## config.mk

```make
export PLATFORM = sky130hd
export DESIGN_NAME = gaussian_affinity_kernel
export DESIGN_NICKNAME = d
export VERILOG_FILES = /design/src/hw/rtl/gak_pkg.sv /design/src/hw/rtl/gaussian_affinity_kernel.sv /design/src/hw/rtl/gak_seq.sv /design/src/hw/rtl/gak_datapath.sv
export SDC_FILE = /design/constraint.sdc
export NUM_CORES = 2
export LEC_CHECK = 0
export BUFFER_PORTS_ARGS = -buffer_cell sky130_fd_sc_hd__buf_4
export CORE_AREA = 2 2 303 305
export CTS_CLUSTER_SIZE = 14
export DETAILED_ROUTE_END_ITERATION = 8
export DIE_AREA = 0 0 305 307
export PLACE_DENSITY_LB_ADDON = 0.1
export SYNTH_ARGS = -nofsm -noshare
export SYNTH_HDL_FRONTEND = slang
export SYNTH_HIERARCHICAL = 1
export SYNTH_SLANG_ARGS = --single-unit
```

## constraint.sdc

```tcl
create_clock -name clk -period 28.7 [get_ports clk]
set_clock_uncertainty 0.2 [all_clocks]
set_input_delay 7.175 -clock clk [delete_from_list [all_inputs] [get_ports clk]]
set_output_delay 7.175 -clock clk [all_outputs]
set_load 0.005 [all_outputs]
```

## src/hw/rtl/gak_pkg.sv

```systemverilog
// Shared types, constants and the exp2 fraction table for the Gaussian affinity kernel.
// Used by gak_seq, gak_datapath and the top level; depends on nothing else.
`default_nettype none

package gak_pkg;

  // default feature width (signed Q8.8)
  localparam int FEATURE_WIDTH_DEF = 16;

  // configuration register
  localparam int                 CFG_W           = 32;
  localparam logic [CFG_W-1:0]   INV_WIDTH_RESET = 32'd65536;

  // running sum of squared differences, unsigned Q25.16
  localparam int                 SUM_W   = 41;
  localparam logic [SUM_W-1:0]   SUM_MAX = {SUM_W{1'b1}};

  // magnitudes at or above 2^SQ_IN_W saturate the sum
  localparam int SQ_IN_W = 21;

  // shared multiplier operand width
  localparam int MUL_W = 32;

  // scaled distance: values at or above 2^X_LIM_W (16.0 in Q.16) give zero
  localparam int X_W     = 43;
  localparam int X_LIM_W = 20;

  // log2(e) in Q1.16
  localparam int               LOG2E_W   = 17;
  localparam logic [LOG2E_W-1:0] LOG2E_Q16 = 17'd94548;

  // y = x * log2(e), Q.16: 5 integer bits, 3 table bits, 13 interpolation bits
  localparam int Y_W    = 21;
  localparam int N_W    = 5;
  localparam int IDX_W  = 3;
  localparam int FRAC_W = 13;

  // table values and result
  localparam int TAB_W = 17;
  localparam int AFF_W = 16;

  // shared unit operations
  localparam logic [2:0] OP_NONE   = 3'd0;
  localparam logic [2:0] OP_SQ     = 3'd1;
  localparam logic [2:0] OP_LO     = 3'd2;
  localparam logic [2:0] OP_HI     = 3'd3;
  localparam logic [2:0] OP_LOG    = 3'd4;
  localparam logic [2:0] OP_INTERP = 3'd5;

  typedef logic [2:0] op_t;

  // sequencer to datapath control
  typedef struct packed {
    logic capture;  // register |a - b| of the accepted request
    logic acc;      // accumulate the square into the sum
    logic mul_en;   // load the product register
    logic x_en;     // register scaled distance, clear the sum
    logic y_en;     // register shift count and table base
    logic fin;      // load the result register
    op_t  op;       // operand selection for the shared multiplier
  } ctrl_t;

  // 2^(-i/8) in Q16, i = 0..8
  function automatic logic [TAB_W-1:0] exp2_tab(input logic [3:0] idx);
    logic [TAB_W-1:0] val;
    case (idx)
      4'd0:    val = 17'd65536;
      4'd1:    val = 17'd60097;
      4'd2:    val = 17'd55109;
      4'd3:    val = 17'd50535;
      4'd4:    val = 17'd46341;
      4'd5:    val = 17'd42495;
      4'd6:    val = 17'd38968;
      4'd7:    val = 17'd35734;
      4'd8:    val = 17'd32768;
      default: val = 17'd0;
    endcase
    return val;
  endfunction

endpackage

`default_nettype wire

```

## src/hw/rtl/gaussian_affinity_kernel.sv

```systemverilog
// Top level of the Gaussian affinity kernel.
// Depends on gak_pkg, gak_seq and gak_datapath.
`default_nettype none

// Streams element pairs of two signed feature vectors and returns
// exp(-inv_width * sum((a-b)^2)) as unsigned Q0.16 once per vector, on the pair marked
// last; the sum is then cleared and saturates at 2^41-1 on overflow. A pair without last
// is accepted (IDLE), then squared and accumulated (SQ); a last pair goes on through LO,
// HI, LOG, INTERP and FIN, where it waits for the output register to be taken. One 32x32
// multiplier is shared by every step: the square, the two halves of the width scaling,
// the log2(e) scaling and the table interpolation, so the exp tail costs four extra
// multiplier passes and a final shift. in_ready drops while a request is being worked on.
// A finished result waits in its own register, so the next vector may start streaming
// before it is taken. cfg_ready is always high; write inv_width only while no request is
// in flight. No clearing pass after reset.
module gaussian_affinity_kernel #(
  parameter int FEATURE_WIDTH = gak_pkg::FEATURE_WIDTH_DEF
) (
  input  wire logic                            clk,
  input  wire logic                            rst,
  input  wire logic                            cfg_valid,
  output logic                                 cfg_ready,
  input  wire logic [gak_pkg::CFG_W-1:0]       inv_width,
  input  wire logic                            in_valid,
  output logic                                 in_ready,
  input  wire logic signed [FEATURE_WIDTH-1:0] feature_a,
  input  wire logic signed [FEATURE_WIDTH-1:0] feature_b,
  input  wire logic                            last,
  output logic                                 out_valid,
  input  wire logic                            out_ready,
  output logic [gak_pkg::AFF_W-1:0]            affinity
);

  gak_pkg::ctrl_t ctrl;
  logic           cfg_we;

  // configuration is always taken
  assign cfg_ready = 1'b1;
  assign cfg_we    = cfg_valid && cfg_ready;

  gak_seq u_seq (
    .clk       (clk),
    .rst       (rst),
    .in_valid  (in_valid),
    .in_ready  (in_ready),
    .last      (last),
    .out_valid (out_valid),
    .out_ready (out_ready),
    .ctrl      (ctrl)
  );

  gak_datapath #(
    .FEATURE_WIDTH (FEATURE_WIDTH)
  ) u_dp (
    .clk       (clk),
    .rst       (rst),
    .cfg_we    (cfg_we),
    .cfg_data  (inv_width),
    .feature_a (feature_a),
    .feature_b (feature_b),
    .ctrl      (ctrl),
    .affinity  (affinity)
  );

endmodule

`default_nettype wire

```

## src/hw/rtl/gak_seq.sv

```systemverilog
// Sequencer for the Gaussian affinity kernel: input and output handshakes and the
// step order of the shared multiplier. Depends on gak_pkg.
`default_nettype none

module gak_seq (
  input  wire logic          clk,
  input  wire logic          rst,
  input  wire logic          in_valid,
  output logic               in_ready,
  input  wire logic          last,
  output logic               out_valid,
  input  wire logic          out_ready,
  output gak_pkg::ctrl_t     ctrl
);

  localparam logic [2:0] S_IDLE   = 3'd0;
  localparam logic [2:0] S_SQ     = 3'd1;
  localparam logic [2:0] S_LO     = 3'd2;
  localparam logic [2:0] S_HI     = 3'd3;
  localparam logic [2:0] S_LOG    = 3'd4;
  localparam logic [2:0] S_INTERP = 3'd5;
  localparam logic [2:0] S_FIN    = 3'd6;

  logic [2:0] state;
  logic [2:0] state_next;
  logic       last_q;
  logic       in_take;
  logic       out_free;

  assign in_ready = (state == S_IDLE);
  assign in_take  = in_valid && in_ready;
  assign out_free = !out_valid || out_ready;

  // step decode
  always_comb begin
    state_next   = state;
    ctrl         = '0;
    ctrl.op      = gak_pkg::OP_NONE;
    case (state)
      S_IDLE: begin
        ctrl.capture = in_take;
        if (in_take) state_next = S_SQ;
      end
      S_SQ: begin
        ctrl.op  = gak_pkg::OP_SQ;
        ctrl.acc = 1'b1;
        state_next = last_q ? S_LO : S_IDLE;
      end
      S_LO: begin
        ctrl.op     = gak_pkg::OP_LO;
        ctrl.mul_en = 1'b1;
        state_next  = S_HI;
      end
      S_HI: begin
        ctrl.op    = gak_pkg::OP_HI;
        ctrl.x_en  = 1'b1;
        state_next = S_LOG;
      end
      S_LOG: begin
        ctrl.op     = gak_pkg::OP_LOG;
        ctrl.mul_en = 1'b1;
        state_next  = S_INTERP;
      end
      S_INTERP: begin
        ctrl.op     = gak_pkg::OP_INTERP;
        ctrl.mul_en = 1'b1;
        ctrl.y_en   = 1'b1;
        state_next  = S_FIN;
      end
      S_FIN: begin
        // wait for the output register to free up
        ctrl.fin = out_free;
        if (out_free) state_next = S_IDLE;
      end
      default: begin
        state_next = S_IDLE;
      end
    endcase
  end

  // state and output valid
  always_ff @(posedge clk) begin
    if (rst) begin
      state     <= S_IDLE;
      last_q    <= 1'b0;
      out_valid <= 1'b0;
    end else begin
      state <= state_next;
      if (in_take) last_q <= last;
      if (ctrl.fin) begin
        out_valid <= 1'b1;
      end else if (out_ready) begin
        out_valid <= 1'b0;
      end
    end
  end

endmodule

`default_nettype wire

```

## src/hw/rtl/gak_datapath.sv

```systemverilog
// Datapath of the Gaussian affinity kernel: one shared 32x32 multiplier, the distance
// accumulator, the exp2 shift-and-table tail and the result register. Depends on gak_pkg.
`default_nettype none

module gak_datapath #(
  parameter int FEATURE_WIDTH = gak_pkg::FEATURE_WIDTH_DEF
) (
  input  wire logic                               clk,
  input  wire logic                               rst,
  input  wire logic                               cfg_we,
  input  wire logic [gak_pkg::CFG_W-1:0]          cfg_data,
  input  wire logic signed [FEATURE_WIDTH-1:0]    feature_a,
  input  wire logic signed [FEATURE_WIDTH-1:0]    feature_b,
  input  wire gak_pkg::ctrl_t                     ctrl,
  output logic [gak_pkg::AFF_W-1:0]               affinity
);

  localparam int SQ_IN_W = gak_pkg::SQ_IN_W;
  localparam int SUM_W   = gak_pkg::SUM_W;
  localparam int MUL_W   = gak_pkg::MUL_W;
  localparam int X_W     = gak_pkg::X_W;
  localparam int X_LIM_W = gak_pkg::X_LIM_W;
  localparam int Y_W     = gak_pkg::Y_W;
  localparam int N_W     = gak_pkg::N_W;
  localparam int IDX_W   = gak_pkg::IDX_W;
  localparam int FRAC_W  = gak_pkg::FRAC_W;
  localparam int TAB_W   = gak_pkg::TAB_W;
  localparam int AFF_W   = gak_pkg::AFF_W;
  // magnitude extended far enough to test against 2^SQ_IN_W
  localparam int EXT_W   = (FEATURE_WIDTH > SQ_IN_W) ? FEATURE_WIDTH : SQ_IN_W + 1;
  // LOG product width and interpolation product width
  localparam int LOGP_W  = X_LIM_W + gak_pkg::LOG2E_W;
  localparam int INTP_W  = FRAC_W + FRAC_W;
  localparam int RND_W   = 48;

  logic [gak_pkg::CFG_W-1:0] inv_w;
  logic [SUM_W-1:0]          dist_sum;
  logic [SQ_IN_W-1:0]        mag;
  logic                      mag_big;
  logic [2*MUL_W-1:0]        prod;
  logic [X_LIM_W-1:0]        x_lo;
  logic                      x_big;
  logic [N_W-1:0]            n_sh;
  logic [TAB_W-1:0]          t_base;

  logic [FEATURE_WIDTH:0]    diff;
  logic [FEATURE_WIDTH:0]    diff_abs;
  logic [EXT_W-1:0]          mag_ext;
  logic [MUL_W-1:0]          mul_a;
  logic [MUL_W-1:0]          mul_b;
  logic [2*MUL_W-1:0]        mul_p;
  logic [2*SQ_IN_W-1:0]      sq;
  logic [SUM_W+1:0]          acc_sum;
  logic                      acc_sat;
  logic [X_W-1:0]            x_sum;
  logic [Y_W-1:0]            y;
  logic [IDX_W-1:0]          idx;
  logic [FRAC_W-1:0]         frac_r;
  logic [TAB_W-1:0]          tab_hi;
  logic [TAB_W-1:0]          tab_lo;
  logic [TAB_W-1:0]          tab_step;
  logic [INTP_W:0]           corr_sum;
  logic [TAB_W-1:0]          v;
  logic [RND_W-1:0]          rnd;
  logic [RND_W-1:0]          v_rnd;
  logic [RND_W-1:0]          v_sh;
  logic [AFF_W-1:0]          res;

  // |a - b| with one guard bit
  assign diff     = {feature_a[FEATURE_WIDTH-1], feature_a}
                  - {feature_b[FEATURE_WIDTH-1], feature_b};
  assign diff_abs = diff[FEATURE_WIDTH] ? ((~diff) + 1'b1) : diff;
  assign mag_ext  = EXT_W'(diff_abs[FEATURE_WIDTH-1:0]);

  // exp2 tail fields from the LOG product
  assign y        = prod[LOGP_W-1:16];
  assign idx      = y[FRAC_W+IDX_W-1:FRAC_W];
  assign frac_r   = y[FRAC_W-1:0];
  assign tab_hi   = gak_pkg::exp2_tab({1'b0, idx});
  assign tab_lo   = gak_pkg::exp2_tab(4'({1'b0, idx}) + 4'd1);
  assign tab_step = tab_hi - tab_lo;

  // shared multiplier operand select
  always_comb begin
    case (ctrl.op)
      gak_pkg::OP_SQ: begin
        mul_a = MUL_W'(mag);
        mul_b = MUL_W'(mag);
      end
      gak_pkg::OP_LO: begin
        mul_a = dist_sum[MUL_W-1:0];
        mul_b = inv_w;
      end
      gak_pkg::OP_HI: begin
        mul_a = MUL_W'(dist_sum[SUM_W-1:MUL_W]);
        mul_b = inv_w;
      end
      gak_pkg::OP_LOG: begin
        mul_a = MUL_W'(x_lo);
        mul_b = MUL_W'(gak_pkg::LOG2E_Q16);
      end
      gak_pkg::OP_INTERP: begin
        mul_a = MUL_W'(tab_step);
        mul_b = MUL_W'(frac_r);
      end
      default: begin
        mul_a = '0;
        mul_b = '0;
      end
    endcase
  end

  assign mul_p = mul_a * mul_b;

  // saturating accumulate
  assign sq      = mul_p[2*SQ_IN_W-1:0];
  assign acc_sum = (SUM_W+2)'(dist_sum) + (SUM_W+2)'(sq);
  assign acc_sat = mag_big || (acc_sum >= (SUM_W+2)'(gak_pkg::SUM_MAX));

  // x = floor(sum * w / 2^32): high partial product plus carried low half
  assign x_sum = X_W'(mul_p[SUM_W-1:0]) + X_W'(prod[2*MUL_W-1:MUL_W]);

  // interpolate, then rounding shift by the integer part
  assign corr_sum = (INTP_W+1)'(prod[INTP_W-1:0]) + (INTP_W+1)'(4096);
  assign v        = t_base - TAB_W'(corr_sum >> FRAC_W);
  assign rnd      = (n_sh == '0) ? '0 : (RND_W'(1) << (n_sh - N_W'(1)));
  assign v_rnd    = RND_W'(v) + rnd;
  assign v_sh     = v_rnd >> n_sh;

  always_comb begin
    if (x_big) begin
      res = '0;
    end else if (v_sh > RND_W'({AFF_W{1'b1}})) begin
      res = {AFF_W{1'b1}};
    end else begin
      res = v_sh[AFF_W-1:0];
    end
  end

  // configuration and running sum
  always_ff @(posedge clk) begin
    if (rst) begin
      inv_w    <= gak_pkg::INV_WIDTH_RESET;
      dist_sum <= '0;
    end else begin
      if (cfg_we) inv_w <= cfg_data;
      if (ctrl.acc) begin
        dist_sum <= acc_sat ? gak_pkg::SUM_MAX : acc_sum[SUM_W-1:0];
      end else if (ctrl.x_en) begin
        dist_sum <= '0;
      end
    end
  end

  // working registers
  always_ff @(posedge clk) begin
    if (ctrl.capture) begin
      mag     <= mag_ext[SQ_IN_W-1:0];
      mag_big <= |(mag_ext >> SQ_IN_W);
    end
    if (ctrl.mul_en) prod <= mul_p;
    if (ctrl.x_en) begin
      x_lo  <= x_sum[X_LIM_W-1:0];
      x_big <= |x_sum[X_W-1:X_LIM_W];
    end
    if (ctrl.y_en) begin
      n_sh   <= y[Y_W-1:FRAC_W+IDX_W];
      t_base <= tab_hi;
    end
    if (ctrl.fin) affinity <= res;
  end

endmodule

`default_nettype wire

```

==> out/results.ini <==
[timing]
setup_tns_ns = 0
fin_crit_sh_pct = 52.5
finalSetupViolCount = 0
worst_slew_pin_slew_ns = 1.31
slew-limit-headroom_pct = 12.9
rsz0062_at_grt = false
hold_viol = 0
post-route-min-period_ns = 15.08
maxSlewViolCount = 0
setup_ws_ns = 13.62
fmax_mhz = 66.3

[worst_setup_path]
cp_num_buf_inv = 6
rr_worst_depth = 50
worst-path-stages = 50
r2r-end = u_dp/dist_sum[26]$_SDFFE_PP0P_
cp.required_ns = 28.92
r2r_slack_ns = 13.62
critPathArrivalTime_ns = 15.30
crit_path_max_fanout = 26
rr_startpoint = u_dp/prod[29]$_DFFE_PP_
slowest_delay_ns = 1.05
end_kind = flop
crit_type = reg -> reg
crit_top_cell = fa_1
crit_family = adder cells
cp-startpoint = u_dp/prod[29]$_DFFE_PP_
startpoint_type = flop
cp_slowest_cell = and2_1
crit_end = u_dp/dist_sum[26]$_SDFFE_PP0P_

[grt]
gr-total-overflow = 0
grt_pass1_wl_um = 256000
antenna_found_initial = 5
grt_pass1_vias = 41800
grt_max_degree = 78
grt_use_total_pct = 36.3

[pwr]
sequentialPowerShare_pct = 29.1
clkPwrFrac_pct = 29.1
intPower_w = 0.000759
sw_frac_of_total_pct = 41.5
powerDensity_mw_per_mm2 = 24.8
power_frac_comb_pct = 41.9
ir_drop_v = 0.0000459
finalPower_w = 0.00130
p_leak_nw = 24.8
p_sw_w = 0.000539

[floorplan]
die_h_um = 307
die-area_sq_mm = 0.0936
ios = 89
start_util_pct = 54.4
core_area_sq_mm = 0.0907
num_rows = 111
dieWidth_um = 305

[yosys]
yosysTopAreaCell = fa_1
yosysMostFrequentCell = inv_1
synthesis.nets = 7092
ys_seq_area_share_pct = 11.5
ys_types = 96
synth_enable_flop_cells = 126
syn-cell-area_sq_mm = 0.0493
ys_warn_count = 6
synthArstFlopShare_pct = 0
syn_avg_cell_area_sq_um = 8.65
ys.flop_type = edfxtp_1
synth_area_leaders = fa_1, ha_1, inv_1
ys_seq_elements = 220
yosysTopAreaCellShare_pct = 36.6
synthCells = 5700
synth_commonest_cells = inv_1, fa_1, nand2_1

[drt]
routedWlPerCell_um = 24.2
vias = 40800
postRouteWirelength_um = 166000
detail-route-antenna-nets = 0
via_per_inst = 5.93
drt_iter0_markers = 3519
first_pass_iters = 6
drc = 0

[clock_network]
clockRootBuffer = clkbuf_16
clk_path_buf_depth = 3
cts_made_buffers = 26
hold_buffers = 0
path_clk_slew_ns = 0.07
h-tree-depth = 1
cts_resized = 0
clk_latency_ns = 0.59
cts_setup_buffers = 0
cts_tree = yes
cts.sinks = 220

[place]
place_ws_ns = 14.04
portBuffers = 87
dp_hpwl_um = 131000
gp_congestion = 0.975
dpl.cell_count = 6827

[layout]
final_nets = 7061
syn_to_final_growth_pct = 6.39
drive_gt1_share_pct = 6.31
final_cells = 6876

[worst_hold_path]
worstHoldStart = u_dp/tab_hi[0]$_DFF_P_
worstHoldPathType = reg -> reg

[run_status]
status = finished, final reports clean

[job]
drv_cap = 0

==> worst register-to-register path, delay by kind of cell, from the launching register on <==
| family | cells | cell delay [ns] |
|---|---|---|
| xor gates and xnor gates | 2 | 0.87 |
| AOI/OAI and AO/OA | 18 | 3.95 |
| adders and majority gates | 13 | 5.73 |
| muxes | 2 | 0.77 |
| and+or+nand+nor | 9 | 1.98 |
| DFF | 1 | 0.53 |
| buffers and inverters | 6 | 0.87 |
==> final cells by class <==
type                       instances  area, sq um
clock buffer                      36          837
sequential                       220         5670
clock inverter                    12          133
inverter                        1021         3830
tap                             1186         1480
timing repair buffer             210         1580
antenna                            1         2.50
fill                            8422        38200
multi-input combinational       4190        38900
==> registers in the layout (all words and copies together) (netlist names), 3 cells and up <==
| name | flops |
|---|---|
| u_seq/state | 3 |
| u_dp/x_lo | 20 |
| u_dp/mag | 16 |
| u_dp/prod | 52 |
| u_dp/tab_hi | 16 |
| u_dp/dist_sum | 41 |
| u_dp/n_sh | 5 |
| u_dp/t_base | 16 |
| u_dp/inv_w | 32 |
| u_dp/affinity | 16 |
==> worst min path at each step <==
| stage | endpoint | slack [ns] | depth (start not counted) |
|---|---|---|---|
| after global routing | u_dp/t_base[0]$_DFFE_PP_ | 0.25 | 0 |
| after detailed placement | u_dp/t_base[0]$_DFFE_PP_ | 0.22 | 0 |
| after global placement | u_dp/t_base[0]$_DFFE_PP_ | 0.23 | 0 |
| final | u_dp/t_base[0]$_DFFE_PP_ | 0.24 | 0 |
| after CTS | u_dp/t_base[0]$_DFFE_PP_ | 0.24 | 0 |
| after floorplan | u_dp/t_base[0]$_DFFE_PP_ | 0.21 | 0 |
==> kinds of logic after synthesis <==
group                      count (synthesis)  synth area share [%]
DFF                                      220                  11.5
xor gates and xnor gates                 182                  3.29
muxes                                     75                  1.66
and+or+nand+nor                         1800                  15.7
adders and majority gates               1322                  47.3
AOI/OAI and AO/OA                        810                  10.7
buffers and inverters                   1290                  9.90
other                                      1               0.00761
==> stage by stage <==
| step | hold WS, ns | util (%) | area, sq um |
|---|---|---|---|
| after global placement | 0.226 | 56.8 | 51500 |
| final | 0.241 | 57.8 | 52400 |
| after global routing | 0.253 | 57.8 | 52400 |
| after floorplan | 0.208 | - | 49300 |
| after detailed placement | 0.223 | 56.8 | 51500 |
| after CTS | 0.239 | 57.8 | 52400 |
==> placed cells by master (no fill, tap or decap), drive strengths merged, types with 11 or more instances in the layout <==
cell / n
a211o: 13
a211oi: 78
a21boi: 24
a21o: 74
a21oi: 254
a221o: 11
a22oi: 11
a31oi: 27
and2: 80
and3: 32
buf: 210
clkbuf: 36
dfxtp: 94
edfxtp: 126
fa: 902
ha: 420
inv: 1022
mux2: 15
mux2i: 56
nand2: 823
nand2b: 32
nand3: 61
nand4: 20
nor2: 567
nor2b: 38
nor3: 61
nor3b: 11
o211ai: 16
o21a: 31
o21ai: 156
o21bai: 22
o22ai: 11
or2: 20
or3: 24
xnor2: 110
xor2: 72
==> metal layers <==
layer | routed length (um) | vias to the layer above | track usage (%)
met3 | 14900 | 406 | 6.44
met4 | 9630 | 0 | 16.8
met1 | 67000 | 20600 | 48.7
li1 | - | 17900 | -
met5 | 0 | - | 0
met2 | 74600 | 1855 | 57.7
==> power groups by stage <==
stage          logic, W  clock network (W)  registers [W]
3_5_place_dp   0.000523                  0       0.000383
4_1_cts        0.000528           0.000382       0.000377
3_3_place_gp   0.000521                  0       0.000384
5_1_grt        0.000583           0.000392       0.000378
6_report       0.000544           0.000377       0.000377
2_1_floorplan  0.000334                  0       0.000370
(Power assumes the default switching activity.)
